File: config.mk
export PLATFORM = sky130hd
export DESIGN_NAME = ipv4_option_validator_unit
export DESIGN_NICKNAME = d
export VERILOG_FILES = /design/src/hw/rtl/ipv4ov_pkg.sv /design/src/hw/rtl/ipv4_option_validator_unit.sv /design/src/hw/rtl/ipv4ov_walk.sv
export SDC_FILE = /design/constraint.sdc
export NUM_CORES = 1
export LEC_CHECK = 0
export ABC_CLOCK_PERIOD_IN_PS = 7100
export BUFFER_PORTS_ARGS = -buffer_cell sky130_fd_sc_hd__buf_2
export CORE_MARGIN = 10
export CORE_UTILIZATION = 39
export CTS_BUF_LIST = sky130_fd_sc_hd__clkbuf_8
export DETAILED_ROUTE_END_ITERATION = 12
export PLACE_DENSITY = 0.57
export SYNTH_ARGS = -nofsm -noshare
export SYNTH_HDL_FRONTEND = slang
export SYNTH_SLANG_ARGS = --single-unit
File: constraint.sdc
create_clock -name clk -period 7.1 [get_ports clk]
set_input_delay 2.13 -clock clk [delete_from_list [all_inputs] [get_ports clk]]
set_output_delay 2.13 -clock clk [all_outputs]
set_load 0.01 [all_outputs]
File: src/hw/rtl/ipv4ov_pkg.sv
package ipv4ov_pkg;

	localparam int MAX_OPT_BYTES = 40;

	localparam logic [4:0] ERR_PAD = 5'd1;
	localparam logic [4:0] ERR_LEN = 5'd2;
	localparam logic [4:0] ERR_MAL = 5'd4;
	localparam logic [4:0] ERR_DUP = 5'd8;
	localparam logic [4:0] ERR_UNK = 5'd16;

	localparam logic [7:0] OPT_EOL    = 8'h00;
	localparam logic [7:0] OPT_NOP    = 8'h01;
	localparam logic [7:0] OPT_RR     = 8'h07;
	localparam logic [7:0] OPT_QS     = 8'h19;
	localparam logic [7:0] OPT_TS     = 8'h44;
	localparam logic [7:0] OPT_SEC    = 8'h82;
	localparam logic [7:0] OPT_LSRR   = 8'h83;
	localparam logic [7:0] OPT_CIPSO  = 8'h86;
	localparam logic [7:0] OPT_SID    = 8'h88;
	localparam logic [7:0] OPT_SSRR   = 8'h89;
	localparam logic [7:0] OPT_RTRALT = 8'h94;

	typedef enum logic [2:0] {
		KIND_UNKNOWN,
		KIND_GENERIC,
		KIND_ROUTE,
		KIND_TS,
		KIND_CIPSO
	} opt_kind_t;

	typedef struct packed {
		logic [7:0] opt_byte;
		logic [5:0] area_len;
		logic       last;
	} in_word_t;

	typedef struct packed {
		logic [10:0] opts_seen;
		logic [5:0]  option_count;
		logic [4:0]  error_flags;
		logic        aborted;
	} out_word_t;

	typedef struct packed {
		logic [5:0]  area_left;
		logic [7:0]  cur_type;
		logic [7:0]  cur_len;
		logic [5:0]  byte_index;
		logic [7:0]  ptr_byte;
		logic [5:0]  tag_left;
		logic [1:0]  tag_phase;
		logic [7:0]  tag_type;
		logic [7:0]  tag_len;
		logic [10:0] seen;
		logic [5:0]  count;
		logic [4:0]  err;
		logic        stopped;
		logic        abort;
		logic        check_fail;
		logic        in_packet;
	} walk_state_t;

	// Bit position in opts_seen; 11 marks an unknown type.
	function automatic logic [3:0] opt_bit(input logic [7:0] t);
		unique case (t)
			OPT_RR:     opt_bit = 4'd2;
			OPT_QS:     opt_bit = 4'd3;
			OPT_TS:     opt_bit = 4'd4;
			OPT_SEC:    opt_bit = 4'd5;
			OPT_LSRR:   opt_bit = 4'd6;
			OPT_CIPSO:  opt_bit = 4'd7;
			OPT_SID:    opt_bit = 4'd8;
			OPT_SSRR:   opt_bit = 4'd9;
			OPT_RTRALT: opt_bit = 4'd10;
			default:    opt_bit = 4'd11;
		endcase
	endfunction

	function automatic opt_kind_t opt_kind(input logic [7:0] t);
		unique case (t) inside
			OPT_QS, OPT_SEC, OPT_SID, OPT_RTRALT: opt_kind = KIND_GENERIC;
			OPT_RR, OPT_LSRR, OPT_SSRR:           opt_kind = KIND_ROUTE;
			OPT_TS:                               opt_kind = KIND_TS;
			OPT_CIPSO:                            opt_kind = KIND_CIPSO;
			default:                              opt_kind = KIND_UNKNOWN;
		endcase
	endfunction

endpackage

File: src/hw/rtl/ipv4_option_validator_unit.sv
// IPv4 option validator.
// The input channel carries one word per options byte: the byte itself, the
// area length (sampled on the first byte of a packet) and a last marker.
// Words are accepted on any edge where in_valid is high and in_stall low.
// The output channel carries one summary word per packet, produced from the
// word marked last: option flags, an option count, an error mask and an
// abort flag.
// Each input word is registered, then walked by one pass of combinational
// logic whose result updates the walk state; the summary for a last word
// moves from the input register into the output register once that register
// is free, which raises out_valid, and the summary can be taken at the
// following edge at the earliest.
// Throughput is one word per cycle while in_stall is low; input and output
// registers are separated so a waiting summary does not block new bytes.
// If the receiver stalls while a summary waits and a new summary is due,
// the input stage holds its word and in_stall rises until space frees up.
// Reset clears the walk state, both valid flags and all counters; the
// block can take a word as soon as reset is released.
module ipv4_option_validator_unit
	import ipv4ov_pkg::*;
(
	input  logic      clk,
	input  logic      arst_n,
	input  logic      in_valid,
	output logic      in_stall,
	input  in_word_t  in_data,
	output logic      out_valid,
	input  logic      out_stall,
	output out_word_t out_data
);

	in_word_t    word_s1;
	logic        valid_s1;
	walk_state_t st_q;
	walk_state_t nx;
	logic        adv_s1;
	logic        out_free;

	// The output register is free when empty or being taken this cycle.
	assign out_free = !out_valid || !out_stall;
	// The registered word moves on unless it ends a packet and the output is full.
	assign adv_s1   = valid_s1 && (!word_s1.last || out_free);
	assign in_stall = valid_s1 && !adv_s1;

	ipv4ov_walk u_walk (
		.st   (st_q),
		.word (word_s1),
		.nx   (nx)
	);

	always_ff @(posedge clk or negedge arst_n) begin
		if (!arst_n) begin
			valid_s1 <= 1'b0;
		end else if (!in_stall) begin
			valid_s1 <= in_valid;
		end
	end

	always_ff @(posedge clk) begin
		if (!in_stall && in_valid)
			word_s1 <= in_data;
	end

	always_ff @(posedge clk or negedge arst_n) begin
		if (!arst_n) begin
			st_q <= '0;
		end else if (adv_s1) begin
			if (word_s1.last) st_q <= '0;
			else st_q <= nx;
		end
	end

	always_ff @(posedge clk or negedge arst_n) begin
		if (!arst_n) begin
			out_valid <= 1'b0;
		end else if (adv_s1 && word_s1.last) begin
			out_valid <= 1'b1;
		end else if (!out_stall) begin
			out_valid <= 1'b0;
		end
	end

	always_ff @(posedge clk) begin
		if (adv_s1 && word_s1.last) begin
			out_data.opts_seen    <= nx.seen;
			out_data.option_count <= nx.count;
			out_data.error_flags  <= nx.err;
			out_data.aborted      <= nx.abort;
		end
	end

endmodule

File: src/hw/rtl/ipv4ov_walk.sv
module ipv4ov_walk
	import ipv4ov_pkg::*;
(
	input  walk_state_t st,
	input  in_word_t    word,
	output walk_state_t nx
);

	always_comb begin
		logic [5:0]  alen;
		logic [7:0]  b;
		logic [3:0]  bit_pos;
		logic [8:0]  plen;
		logic [8:0]  len_p1;
		logic [7:0]  pm5;
		logic [3:0]  tsf;
		logic        fatal;
		logic        known;
		logic        acc;
		logic [4:0]  ferr;
		logic [10:0] onehot;

		nx     = st;
		b      = word.opt_byte;
		fatal  = 1'b0;
		acc    = 1'b0;
		ferr   = '0;
		bit_pos = opt_bit(st.cur_type);
		onehot = 11'(1) << bit_pos;
		len_p1 = {1'b0, st.cur_len} + 9'd1;
		pm5    = st.ptr_byte - 8'd5;
		tsf    = b[3:0];
		known  = 1'b0;
		plen   = '0;
		alen   = '0;

		if (!st.in_packet) begin
			nx.in_packet = 1'b1;
			alen = (word.area_len > 6'(MAX_OPT_BYTES)) ? 6'(MAX_OPT_BYTES) : word.area_len;
			nx.area_left = alen;
			if (alen[2:0] != 3'd0)
				nx.err = nx.err | ERR_PAD;
		end

		if (!nx.stopped && nx.area_left != 6'd0) begin
			if (st.byte_index == 6'd0) begin
				if (nx.count < 6'(MAX_OPT_BYTES))
					nx.count = nx.count + 6'd1;
				if (b == OPT_EOL) begin
					nx.seen[0] = 1'b1;
					nx.stopped = 1'b1;
				end else if (b == OPT_NOP) begin
					nx.seen[1]   = 1'b1;
					nx.area_left = nx.area_left - 6'd1;
				end else if (nx.area_left < 6'd2) begin
					nx.stopped = 1'b1;
				end else begin
					nx.cur_type   = b;
					nx.byte_index = 6'd1;
					nx.area_left  = nx.area_left - 6'd1;
				end
			end else if (st.byte_index == 6'd1) begin
				plen = {3'd0, nx.area_left} + 9'd1;
				nx.cur_len = b;
				if ({1'b0, b} > plen || b < 8'd2) begin
					fatal = 1'b1;
					ferr  = ERR_LEN;
				end else begin
					nx.area_left = nx.area_left - 6'd1;
					if (bit_pos > 4'd10) begin
						nx.err = nx.err | ERR_UNK;
						nx.check_fail = 1'b1;
					end else if ((st.seen & onehot) != '0) begin
						nx.err = nx.err | ERR_DUP;
						nx.check_fail = 1'b1;
					end else begin
						nx.check_fail = 1'b0;
						case (opt_kind(st.cur_type))
							KIND_GENERIC: begin
								if (st.cur_type == OPT_QS) fatal = b < 8'd8;
								else if (st.cur_type == OPT_SEC) fatal = b != 8'd11;
								else fatal = b != 8'd4;
								if (fatal) ferr = ERR_LEN;
								else acc = 1'b1;
							end
							KIND_ROUTE: begin
								fatal = b < 8'd3;
								ferr  = ERR_LEN;
							end
							KIND_TS: begin
								fatal = b < 8'd5;
								ferr  = ERR_LEN;
							end
							default: begin
								fatal = b < 8'd10;
								ferr  = ERR_LEN;
								nx.tag_left  = 6'(b - 8'd6);
								nx.tag_phase = 2'd0;
							end
						endcase
					end
					nx.byte_index = (b > 8'd2) ? 6'd2 : 6'd0;
				end
			end else begin
				nx.area_left = nx.area_left - 6'd1;
				if (!st.check_fail) begin
					case (opt_kind(st.cur_type))
						KIND_ROUTE: begin
							if (st.byte_index == 6'd2) begin
								if (b < 8'd4 || b[1:0] != 2'd0 || {1'b0, b} > len_p1) begin
									fatal = 1'b1;
									ferr  = ERR_MAL;
								end else acc = 1'b1;
							end
						end
						KIND_TS: begin
							if (st.byte_index == 6'd2) begin
								if (b < 8'd5) begin
									fatal = 1'b1;
									ferr  = ERR_MAL;
								end else nx.ptr_byte = b;
							end else if (st.byte_index == 6'd3) begin
								if (((tsf == 4'd1 || tsf == 4'd3) ? (pm5[2:0] != 3'd0)
									: (pm5[1:0] != 2'd0)) || {1'b0, st.ptr_byte} > len_p1) begin
									fatal = 1'b1;
									ferr  = ERR_MAL;
								end else acc = 1'b1;
							end
						end
						KIND_CIPSO: begin
							if (st.byte_index >= 6'd6) begin
								case (st.tag_phase)
									2'd0: begin
										if (st.tag_left < 6'd2) begin
											fatal = 1'b1;
											ferr  = ERR_MAL;
										end else begin
											nx.tag_type  = b;
											nx.tag_phase = 2'd1;
										end
									end
									2'd1: begin
										known = st.tag_type == 8'd1 || st.tag_type == 8'd2 ||
											st.tag_type == 8'd5 || st.tag_type == 8'd6 ||
											st.tag_type == 8'd7;
										if (b > {2'd0, st.tag_left} || !known || b < 8'd4) begin
											fatal = 1'b1;
											ferr  = ERR_MAL;
										end else begin
											nx.tag_len   = b;
											nx.tag_phase = 2'd2;
										end
									end
									2'd2: begin
										if (st.tag_type != 8'd7 && b != 8'd0) begin
											fatal = 1'b1;
											ferr  = ERR_MAL;
										end else begin
											nx.tag_left  = st.tag_left - st.tag_len[5:0];
											nx.tag_len   = st.tag_len - 8'd3;
											nx.tag_phase = 2'd3;
										end
									end
									default: begin
										nx.tag_len = st.tag_len - 8'd1;
										if (nx.tag_len == 8'd0) begin
											nx.tag_phase = 2'd0;
											if (st.tag_left == 6'd0) acc = 1'b1;
										end
									end
								endcase
							end
						end
						default: ;
					endcase
				end
				if ({2'd0, st.byte_index} + 8'd1 >= st.cur_len) nx.byte_index = 6'd0;
				else nx.byte_index = st.byte_index + 6'd1;
			end
			if (fatal) begin
				nx.err     = nx.err | ferr;
				nx.abort   = 1'b1;
				nx.stopped = 1'b1;
			end
			if (acc) begin
				nx.seen = nx.seen | onehot;
				nx.check_fail = 1'b1;
			end
		end
	end

endmodule

==> results.rst, run 1 <==
.. list-table::
   :header-rows: 1

   * - Metric
     - Value
   * - Result of the run
     - complete, no violations
   * - Clk pwr share
     - 0.210
   * - Number of antenna violations at the first check in global routing
     - 0
   * - Switching power total
     - 1.508 mW
   * - Number of routed nets with antenna violations
     - 0
   * - Final Slew Violations
     - 0
   * - Origin of the worst min-delay path
     - st_q[55]
   * - Leftover overflow at the end of global routing
     - 0
   * - Clock skew after layout
     - 0.01269 ns
   * - Clock input transition at the sequential cells of the worst setup and hold paths
     - 0.08 ns
   * - Worst R2R End
     - st_q[25]
   * - Routed WL
     - 23590 µm
   * - Most used standard cells in the synthesized netlist
     - nand2_1 (116), dfrtp_1 (88), o21ai_0 (67), ha_1 (58), nor2_1 (56)
   * - Switching share of total power
     - 0.4411
   * - IO Port Bufs
     - 43
   * - Largest fanout on the critical path
     - 3
   * - Total number of vias
     - 7183
   * - Flip-flop cell with the highest count after synthesis
     - dfrtp_1
   * - Final net count
     - 1032
   * - Vias in the first global route
     - 7246
   * - Avg Inst Size Synth
     - 9.169 µm²
   * - Hold Path Class
     - reg -> reg
   * - Largest voltage drop on the vdd net
     - 0.1593 mV
   * - Area post-placement
     - 8934 µm²
   * - Clock root buffer master
     - clkbuf_8
   * - Core Footprint
     - 21220 µm²
   * - Layout-stage area growth over the synthesis result
     - 10.66%
   * - RSZ-0062 raised after global routing
     - no
   * - Reg-to-reg slack, setup
     - 2.60 ns
   * - Boundary pin count
     - 44
   * - Transition at the pin with the smallest max-transition slack
     - 1.075 ns
   * - Leading area contributor after synthesis
     - dfrtp_1
   * - Cells taking the most area after synthesis
     - dfrtp_1 (26%), edfxtp_1 (13%), ha_1 (8.6%), nand2_1 (5.1%), o21ai_0 (4.0%)
   * - Internal cell power
     - 1.910 mW
   * - Synthesized cell area
     - 8472 µm²
   * - Period utilization
     - 0.6639
   * - Number of sinks on the clock net
     - 126
   * - WL per Instance
     - 18.99 µm
   * - Combinational share of power
     - 0.458
   * - Sequential share of power
     - 0.332
   * - Wire length of the first global-routing pass
     - 38810 µm
   * - Share of the synthesized area in the top cell type
     - 0.2599
   * - Hold Buf Count CTS
     - 0
   * - FMAX
     - 212.1 MHz
   * - Antenna Cells
     - 0
   * - H-tree level count
     - 4
   * - Later-pin clock latency in the skew report
     - 0.46 ns
   * - Worst Reg2Reg Path Length in Cells
     - 16
   * - Setup TNS
     - 0 ns
   * - Clock buffer count from CTS
     - 17
   * - Routability Congestion
     - 0.8571
   * - Worst Hold Endpoint
     - st_q[55]
   * - Drc violations
     - 0
   * - Data required, critical path
     - 4.97 ns
   * - Post-synth EDFFs
     - 38
   * - Die Area
     - 28020 µm²
   * - Total setup buffers inserted after CTS
     - 0
   * - Horizontal die dimension
     - 167.4 µm
   * - Standby leakage power
     - 3.985 nW
   * - Synth warnings
     - 0
   * - Via density
     - 5.783
   * - Power Density
     - 364.6 nW/µm²
   * - Hold Crit Depth
     - 2
   * - Final min period
     - 4.714 ns
   * - Filler Cells Inserted
     - 2111
   * - Final hold violation count
     - 0
   * - Layout cells sized above 1
     - 0.1241
   * - Post-cts sizing count
     - 0
   * - Startpoint class of the critical path
     - primary input
   * - Setup CP Type
     - in -> out
   * - Worst-case headroom to the max-slew limit
     - 0.2786
   * - Number of flip-flops and latches in the synthesized netlist
     - 126
   * - Total of max-cap violations
     - 0
   * - Count of distinct cell types in the synthesized netlist
     - 81
   * - FF-to-FF Start
     - word_s1[5]
   * - Number of placement rows
     - 53
   * - Longest Clk Path Bufs
     - 2
   * - Share of flip-flops with an asynchronous set or reset
     - 0.6984
   * - Starting Density
     - 0.3992
   * - Arrival time at the worst endpoint
     - 2.58 ns
   * - Area of all placed cells without fillers
     - 9375 µm²
   * - Most repeated cell in the gate-level netlist after synthesis
     - nand2_1
   * - Detailed-routing iteration count for the pre-antenna-repair pass
     - 5
   * - Vertical die dimension
     - 167.4 µm
   * - CTS tree
     - done
   * - Pin count of the biggest net entering global routing
     - 52
   * - Synthesized Nets
     - 1002
   * - DRT iter0 DRCs
     - 528
   * - Seq/Total Area, Yosys
     - 0.3946
   * - Setup-failing EPs final
     - 0
   * - Kind of end point of the critical path
     - primary output
   * - Number of instances in the synthesized netlist
     - 924
   * - Overall track demand over capacity in global routing
     - 0.1683
   * - DP Wirelength
     - 16830 µm
worst max-delay path, cell delays in order:
cell,delay (ns)
buf_2,0.10
nand4_1,0.13
inv_1,0.09
buf_2,0.13
placed cells by master (no fill, tap or decap), drive strengths merged, types with 12 or more instances in the layout:
master / count
nand2: 116
dfrtp: 88
o21ai: 71
ha: 58
nor2: 56
buf: 53
inv: 49
a21oi: 41
edfxtp: 38
nand3: 36
nor3: 28
xnor2: 22
clkbuf: 17
a22o: 16
o31ai: 16
nand2b: 14
a21o: 13
nor4: 13
nand4: 12
xor2: 12
cell families (layout without fill, tap and decap cells):
| family | after synthesis | after routing | share of synthesized area |
|---|---|---|---|
| xor+xnor | 35 | 35 | 0.03781 |
| simple gates | 350 | 350 | 0.2147 |
| fa+ha+maj | 59 | 59 | 0.08802 |
| buf+inv | 87 | 130 | 0.04061 |
| mux | 7 | 7 | 0.008566 |
| compound gates | 260 | 260 | 0.2156 |
| flops | 126 | 126 | 0.3946 |
power groups by stage:
stage	clock network, mW	logic, mW	registers, mW
4_1_cts	0.732	1.56	1.13
3_3_place_gp	0	1.54	1.15
3_5_place_dp	0	1.55	1.14
6_report	0.719	1.56	1.13
2_1_floorplan	0	1.25	1.04
5_1_grt	0.766	1.78	1.16
state kept, by name (all words and copies together) (netlist names):
name       count
st_q          86
out_data      23
valid_s1       1
word_s1       15
out_valid      1
worst max-delay path by stage:
stage                from      endpoint  slack (ns)  depth (start not counted)
6_report        out_stall      in_stall        2.39                          4
5_1_grt        word_s1[5]  out_data[19]        2.19                         16
4_1_cts         out_stall      in_stall        2.38                          4
3_5_place_dp    out_stall      in_stall        2.38                          4
3_3_place_gp    out_stall      in_stall        2.39                          4
2_1_floorplan   out_stall      in_stall        2.61                          2
through the flow:
stage | std cells | setup slack (ns) | hold WS, ns | total power [mW] | utilization
after floorplan | 924 | 2.612 | 0.4508 | 2.287 | -
after global placement | 1210 | 2.389 | 0.4797 | 2.684 | 0.4210
after detailed placement | 1210 | 2.383 | 0.4872 | 2.694 | 0.4210
after CTS | 1242 | 2.380 | 0.5076 | 3.421 | 0.4418
after global routing | 1242 | 2.191 | 0.5174 | 3.707 | 0.4418
final | 1242 | 2.386 | 0.5033 | 3.418 | 0.4418
layer usage:
layer	vias to the layer above	wire [µm]	global-route usage
met5	-	0	0
met1	3479	11120	0.2237
met2	195	10930	0.2713
met3	24	1194	0.03394
met4	0	343	0.04618
li1	3485	-	-
layout make-up:
type	instances	area, µm²	area share
multi-input cells	711	4785	0.5103
inverters	45	168.9	0.01802
flip-flops and latches	126	3343	0.3566
repair buffers	53	292.8	0.03123
well taps	275	344.1	0.03670
clock inverters	15	207.7	0.02215
clock buffers	17	234.0	0.02496
Power figures use the tool's default switching activity.
==> run 2, diff against run 1 <==
--- a/config.mk
+++ b/config.mk
@@ -5,13 +5,13 @@
 export SDC_FILE = /design/constraint.sdc
 export NUM_CORES = 1
 export LEC_CHECK = 0
-export ABC_CLOCK_PERIOD_IN_PS = 7100
+export ABC_CLOCK_PERIOD_IN_PS = 3900
 export BUFFER_PORTS_ARGS = -buffer_cell sky130_fd_sc_hd__buf_2
 export CORE_MARGIN = 10
 export CORE_UTILIZATION = 39
 export CTS_BUF_LIST = sky130_fd_sc_hd__clkbuf_8
 export DETAILED_ROUTE_END_ITERATION = 12
-export PLACE_DENSITY = 0.57
+export PLACE_DENSITY = 0.59
 export SYNTH_ARGS = -nofsm -noshare
 export SYNTH_HDL_FRONTEND = slang
 export SYNTH_SLANG_ARGS = --single-unit
==> constraint.sdc (replaced) <==
create_clock -name clk -period 3.9 [get_ports clk]
set_input_delay 1.17 -clock clk [delete_from_list [all_inputs] [get_ports clk]]
set_output_delay 1.17 -clock clk [all_outputs]
set_load 0.01 [all_outputs]
==> results.rst, run 2 (synthesis gave the netlist of run 1 again) <==
.. list-table::
   :header-rows: 1

   * - Metric
     - Value
   * - Reg area
     - 3343 µm²
   * - Largest registers ranked by flip-flop count
     - st_q (86), out_data (23), word_s1 (15)
   * - Vertical die dimension
     - 167.4 µm
   * - Worst path bufs/invs
     - 1
   * - Number of placement rows
     - 53
   * - Internal cell power
     - 3.585 mW
   * - Later-pin clock latency in the skew report
     - 0.46 ns
   * - CTS tree
     - done
   * - Clock buffer count from CTS
     - 17
   * - Vias in the first global route
     - 7175
   * - Reg-to-reg slack, setup
     - 0.17 ns
   * - Longest Clk Path Bufs
     - 2
   * - Period utilization
     - 0.9554
   * - Boundary pin count
     - 44
   * - Start point of the critical path
     - word_s1[5]
   * - Transition at the pin with the smallest max-transition slack
     - 0.9873 ns
   * - WL per Instance
     - 19.04 µm
   * - FF-to-FF Start
     - word_s1[5]
   * - H-tree level count
     - 4
   * - Worst-case headroom to the max-slew limit
     - 0.3374
   * - Total of max-cap violations
     - 0
   * - Via density
     - 5.742
   * - IO Port Bufs
     - 43
   * - Clock root buffer master
     - clkbuf_8
   * - Hold Buf Count CTS
     - 0
   * - Clock input transition at the sequential cells of the worst setup and hold paths
     - 0.08 ns
   * - Layout-stage area growth over the synthesis result
     - 14.46%
   * - Data required, critical path
     - 4.25 ns
   * - Layout cells sized above 1
     - 0.1614
   * - Setup-failing EPs final
     - 0
   * - Pin count of the biggest net entering global routing
     - 51
   * - CP peak stage delay
     - 0.41 ns
   * - Crit path max-delay family
     - simple AND/OR/NAND/NOR gates
   * - Clk pwr share
     - 0.204
   * - Overall track demand over capacity in global routing
     - 0.1713
   * - Sequential share of power
     - 0.314
   * - Setup TNS
     - 0 ns
   * - Cells traversed along the worst timing path
     - o21ai_2 > nor2b_4 > a22oi_2 > inv_1 > ha_1 > nand4_1 > or3_1 > ha_1 > and4_1 > nand4_1 > a211oi_2 > and2_4 > nand2_2 > or3_4 > o221a_4 > o41ai_2
   * - Origin of the worst min-delay path
     - st_q[55]
   * - Antenna Cells
     - 0
   * - Final hold violation count
     - 0
   * - Final Slew Violations
     - 0
   * - Kind of end point of the critical path
     - register
   * - Number of routed nets with antenna violations
     - 0
   * - Largest fanout on the critical path
     - 5
   * - Leftover overflow at the end of global routing
     - 0
   * - Die Area
     - 28020 µm²
   * - Starting Density
     - 0.3992
   * - Switching share of total power
     - 0.4343
   * - Horizontal die dimension
     - 167.4 µm
   * - Final min period
     - 3.726 ns
   * - Leading cell type in the layout, fill and taps excluded
     - nand2_1
   * - Total setup buffers inserted after CTS
     - 0
   * - Number of sinks on the clock net
     - 126
   * - Drc violations
     - 0
   * - Routability Congestion
     - 0.8593
   * - Arrival time at the worst endpoint
     - 4.07 ns
   * - Final net count
     - 1069
   * - Total number of vias
     - 7344
   * - DRT iter0 DRCs
     - 617
   * - DP Wirelength
     - 17640 µm
   * - Hold Path Class
     - reg -> reg
   * - Max reg flops
     - 86
   * - Critical Path Stages
     - 16
   * - Clock skew after layout
     - 0.01729 ns
   * - Startpoint class of the critical path
     - register
   * - Worst Reg2Reg Path Length in Cells
     - 16
   * - Number of antenna violations at the first check in global routing
     - 0
   * - Area occupied by multi-input gates
     - 4835 µm²
   * - Standby leakage power
     - 4.185 nW
   * - Largest register by flop count
     - st_q
   * - Combinational share of power
     - 0.482
   * - Routed WL
     - 24360 µm
   * - Largest voltage drop on the vdd net
     - 0.3209 mV
   * - Core Footprint
     - 21220 µm²
   * - Power consumption
     - 6.337 mW
   * - Detailed-routing iteration count for the pre-antenna-repair pass
     - 5
   * - Wire length of the first global-routing pass
     - 39410 µm
   * - Library cell contributing the largest single delay on the critical path
     - edfxtp_1
   * - Result of the run
     - complete, no violations
   * - Switching power total
     - 2.752 mW
   * - Filler Cells Inserted
     - 2082
   * - Power Density
     - 653.5 nW/µm²
   * - FMAX
     - 268.4 MHz
   * - Commonest non-fill, non-tap cells in the layout
     - nand2_1 (115), dfrtp_1 (88), o21ai_0 (66)
   * - Setup CP Type
     - reg -> reg
   * - Hold Crit Depth
     - 2
[run 2: cell count changes in the layout (fill, tap and decap cells not counted), sizes merged]
cell	delta
clkinv	+3
clkinvlp	-2
o221a	+1
buf	+35
a31oi	+1
clkbuf	+1
inv	-2
[run 2: stage by stage]
step / setup WS (ns) / util / hold WS, ns / instance area [µm²] / instances
floorplan: 0.05499 / - / 0.4511 / 8481 / 924
global placement: 0.03663 / 0.4343 / 0.4738 / 9216 / 1245
detailed placement: -0.06220 / 0.4343 / 0.4801 / 9216 / 1245
CTS: 0.01359 / 0.4553 / 0.4997 / 9662 / 1277
global route: -0.02633 / 0.4570 / 0.5289 / 9697 / 1279
finish: 0.1738 / 0.4570 / 0.4953 / 9697 / 1279
[run 2: power groups by stage]
| stage | Sequential [mW] | Combinational, mW | Clock [mW] |
|---|---|---|---|
| CTS | 1.98 | 3.03 | 1.32 |
| global placement | 2.01 | 2.98 | 0 |
| finish | 1.99 | 3.06 | 1.29 |
| global route | 2.04 | 3.44 | 1.37 |
| floorplan | 1.89 | 2.28 | 0 |
| detailed placement | 2.01 | 3.01 | 0 |
[run 2: area by class of cell]
cell class                      count  share of cell area
Multi-Input combinational cell    713              0.4986
Sequential cell                   126              0.3448
Timing Repair Buffer               88             0.05858
Tap cell                          275             0.03548
Clock buffer                       18             0.02555
Clock inverter                     14             0.01961
Inverter                           45             0.01742
[run 2: layer usage]
layer  track usage  share of wire  vias to the layer above
met5             0              0                        -
met4       0.05450          0.019                        0
met3       0.03347          0.053                       32
met2        0.2635           0.45                      218
met1        0.2360           0.48                     3506
li1              -              -                     3588
[run 2: final timing paths]
check	to
hold reg to reg	st_q[55]
setup / recovery	st_q[25]
setup reg to reg	st_q[25]
max in group asynchronous	st_q[85]
hold / removal	st_q[55]
min in group asynchronous	st_q[56]
[run 2: worst register-to-register path: stages, from the launching register on]
cell and delay, ns:
edfxtp_1 0.41, o21ai_2 0.18, nor2b_4 0.17, a22oi_2 0.06, inv_1 0.09, ha_1 0.16
nand4_1 0.11, or3_1 0.39, ha_1 0.30, and4_1 0.18, nand4_1 0.14, a211oi_2 0.24
and2_4 0.20, nand2_2 0.08, or3_4 0.41, o221a_4 0.31, o41ai_2 0.21
[run 2: repair_timing]
item                       in CTS  in global routing
pin swaps                       0                  5
resized for setup               3                  3
cloned                          0                  2
setup endpoints to repair      13                 23
==> run 3, diff against run 2 <==
--- a/config.mk
+++ b/config.mk
@@ -7,11 +7,13 @@
 export LEC_CHECK = 0
 export ABC_CLOCK_PERIOD_IN_PS = 3900
 export BUFFER_PORTS_ARGS = -buffer_cell sky130_fd_sc_hd__buf_2
+export CELL_PAD_IN_SITES_DETAIL_PLACEMENT = 0
+export CELL_PAD_IN_SITES_GLOBAL_PLACEMENT = 1
 export CORE_MARGIN = 10
 export CORE_UTILIZATION = 39
 export CTS_BUF_LIST = sky130_fd_sc_hd__clkbuf_8
 export DETAILED_ROUTE_END_ITERATION = 12
-export PLACE_DENSITY = 0.59
+export PLACE_DENSITY = 0.72
 export SYNTH_ARGS = -nofsm -noshare
 export SYNTH_HDL_FRONTEND = slang
 export SYNTH_SLANG_ARGS = --single-unit
==> results.rst, run 3 (synthesis gave the netlist of run 1 again) <==
.. list-table::
   :header-rows: 1

   * - Metric
     - Value
   * - Result of the run
     - complete, no violations
   * - Pin count of the biggest net entering global routing
     - 53
   * - Reg-to-reg slack, setup
     - 0.24 ns
   * - Boundary pin count
     - 44
   * - Number of sinks on the clock net
     - 126
   * - Layout-stage area growth over the synthesis result
     - 15.30%
   * - Vertical die dimension
     - 167.4 µm
   * - Later-pin clock latency in the skew report
     - 0.46 ns
   * - FF-to-FF Start
     - word_s1[5]
   * - Final Worst Setup Slack
     - 0.2365 ns
   * - Clock skew after layout
     - 0.01911 ns
   * - Starting Density
     - 0.3992
   * - Hold Buf Count CTS
     - 0
   * - Final hold violation count
     - 0
   * - Die Area
     - 28020 µm²
   * - Final Non-Filler Cells
     - 1286
   * - Largest voltage drop on the vdd net
     - 0.2116 mV
   * - End of the critical path
     - st_q[25]
   * - Final net count
     - 1076
   * - Drc violations
     - 0
   * - Clock input transition at the sequential cells of the worst setup and hold paths
     - 0.09 ns
   * - Largest register by flop count
     - st_q
   * - Longest Clk Path Bufs
     - 2
   * - Clock root buffer master
     - clkbuf_8
   * - Setup TNS
     - 0 ns
   * - M1 wire length
     - 12340 µm
   * - Largest registers ranked by flip-flop count
     - st_q (86), out_data (23), word_s1 (15)
   * - Total met3 wirelength after detailed routing
     - 1128 µm
   * - Worst Reg2Reg Path Length in Cells
     - 16
   * - Worst R2R End
     - st_q[25]
   * - Kind of end point of the critical path
     - register
   * - Antenna Cells
     - 0
   * - Total number of vias
     - 7317
   * - DP Wirelength
     - 18560 µm
   * - Vias in the first global route
     - 7352
   * - Transition at the pin with the smallest max-transition slack
     - 1.002 ns
   * - Power consumption
     - 6.411 mW
   * - Core Footprint
     - 21220 µm²
   * - Startpoint class of the critical path
     - register
   * - Cells traversed along the worst timing path
     - o21ai_2 > nor2b_4 > a22oi_2 > inv_2 > ha_1 > nand4_1 > or3_1 > ha_1 > and4_1 > nand4_1 > a211oi_2 > and2_4 > nand2_2 > or3_4 > o221a_4 > o41ai_4
   * - RSZ-0062 raised after global routing
     - yes
   * - Start point of the critical path
     - word_s1[5]
   * - Final min period
     - 3.663 ns
   * - Horizontal die dimension
     - 167.4 µm
   * - CP peak stage delay
     - 0.43 ns
   * - Area of all placed cells without fillers
     - 9768 µm²
   * - Data required, critical path
     - 4.26 ns
   * - Arrival time at the worst endpoint
     - 4.02 ns
   * - Routability Congestion
     - 0.8841
   * - CTS tree
     - done
   * - Commonest non-fill, non-tap cells in the layout
     - nand2_1 (115), dfrtp_1 (88), o21ai_0 (66)
   * - Routed WL
     - 25180 µm
   * - Detailed-routing iteration count for the pre-antenna-repair pass
     - 5
   * - Worst-case headroom to the max-slew limit
     - 0.3293
   * - Clock buffer count from CTS
     - 17
   * - H-tree level count
     - 4
   * - Area post-placement
     - 9234 µm²
   * - # placed instances
     - 1249
   * - Setup-failing EPs final
     - 0
   * - Number of placement rows
     - 53
   * - Setup CP Type
     - reg -> reg
   * - Final Slew Violations
     - 0
   * - Layout cells sized above 1
     - 0.1711
   * - Total of max-cap violations
     - 0
   * - WL per Instance
     - 19.58 µm
   * - Wire length of the first global-routing pass
     - 40680 µm
   * - Number of antenna violations at the first check in global routing
     - 0
   * - Overall track demand over capacity in global routing
     - 0.1780
   * - Standby leakage power
     - 4.245 nW
   * - Leftover overflow at the end of global routing
     - 0
   * - DRT iter0 DRCs
     - 495
   * - Library cell contributing the largest single delay on the critical path
     - edfxtp_1
   * - Period utilization
     - 0.9394
   * - Routed length on met2
     - 11410 µm
   * - Leading cell type in the layout, fill and taps excluded
     - nand2_1
   * - Number of routed nets with antenna violations
     - 0
   * - Post-Place Worst Slack
     - -0.03623 ns
   * - Hold Path Class
     - reg -> reg
   * - Via density
     - 5.690
   * - IO Port Bufs
     - 43
   * - Max reg flops
     - 86
   * - Power Density
     - 656.3 nW/µm²
   * - Largest fanout on the critical path
     - 5
   * - FMAX
     - 273.0 MHz
   * - Highest metal layer with signal wires
     - met4
run 3: cell types whose count changed in the layout (fill, tap and decap cells not counted), sizes merged:
| cell | change |
|---|---|
| buf | +8 |
| clkinv | +1 |
| a31oi | -1 |
| clkbuf | -1 |
run 3: how the worst min path moves through the flow:
stage / slack, ns / start / depth (start not counted) / end
3_5_place_dp: 0.48 / st_q[39] / 1 / st_q[39]
3_3_place_gp: 0.48 / st_q[53] / 2 / st_q[53]
6_report: 0.50 / st_q[53] / 2 / st_q[53]
4_1_cts: 0.50 / st_q[57] / 2 / st_q[57]
2_1_floorplan: 0.45 / st_q[81] / 2 / st_q[81]
5_1_grt: 0.52 / st_q[39] / 1 / st_q[39]
run 3: area by class of cell:
| class | instances | area (µm²) |
|---|---|---|
| clock buffers | 17 | 234.0 |
| multi-input cells | 712 | 4838 |
| inverters | 45 | 168.9 |
| flip-flops and latches | 126 | 3343 |
| fillers | 2065 | 11450 |
| repair buffers | 96 | 628.1 |
| well taps | 275 | 344.1 |
| clock inverters | 15 | 211.5 |
run 3: per-stage QoR:
stage          hold WS (ns)    util
2_1_floorplan        0.4511       -
3_3_place_gp         0.4775  0.4351
3_5_place_dp         0.4850  0.4351
4_1_cts              0.5031  0.4571
5_1_grt              0.5159  0.4603
6_report             0.4965  0.4603
run 3: repair_timing:
action,4_1_cts,5_1_grt
pin swaps,1,6
resized for setup,1,8
cloned,0,1
buffers inserted,1,3
endpoints found under the hold margin,0,0
setup endpoints to repair,16,33
run 3: worst max-delay path, delay by kind of cell (launching register included):
family / cells / cell delay [ns]
compound gates: 5 / 0.98
fa+ha+maj: 2 / 0.46
buf+inv: 1 / 0.08
flops: 1 / 0.43
simple gates: 8 / 1.64
run 3: power by group:
part	switching, mW	internal (mW)
combinational	1.89	1.22
sequential	0.336	1.65
clock	0.601	0.708
run 3: layer usage:
metal,vias to the layer above,track usage
li1,3585,-
met1,3561,0.2458
met2,151,0.2764
met3,20,0.03979
met4,0,0.04126
met5,-,0
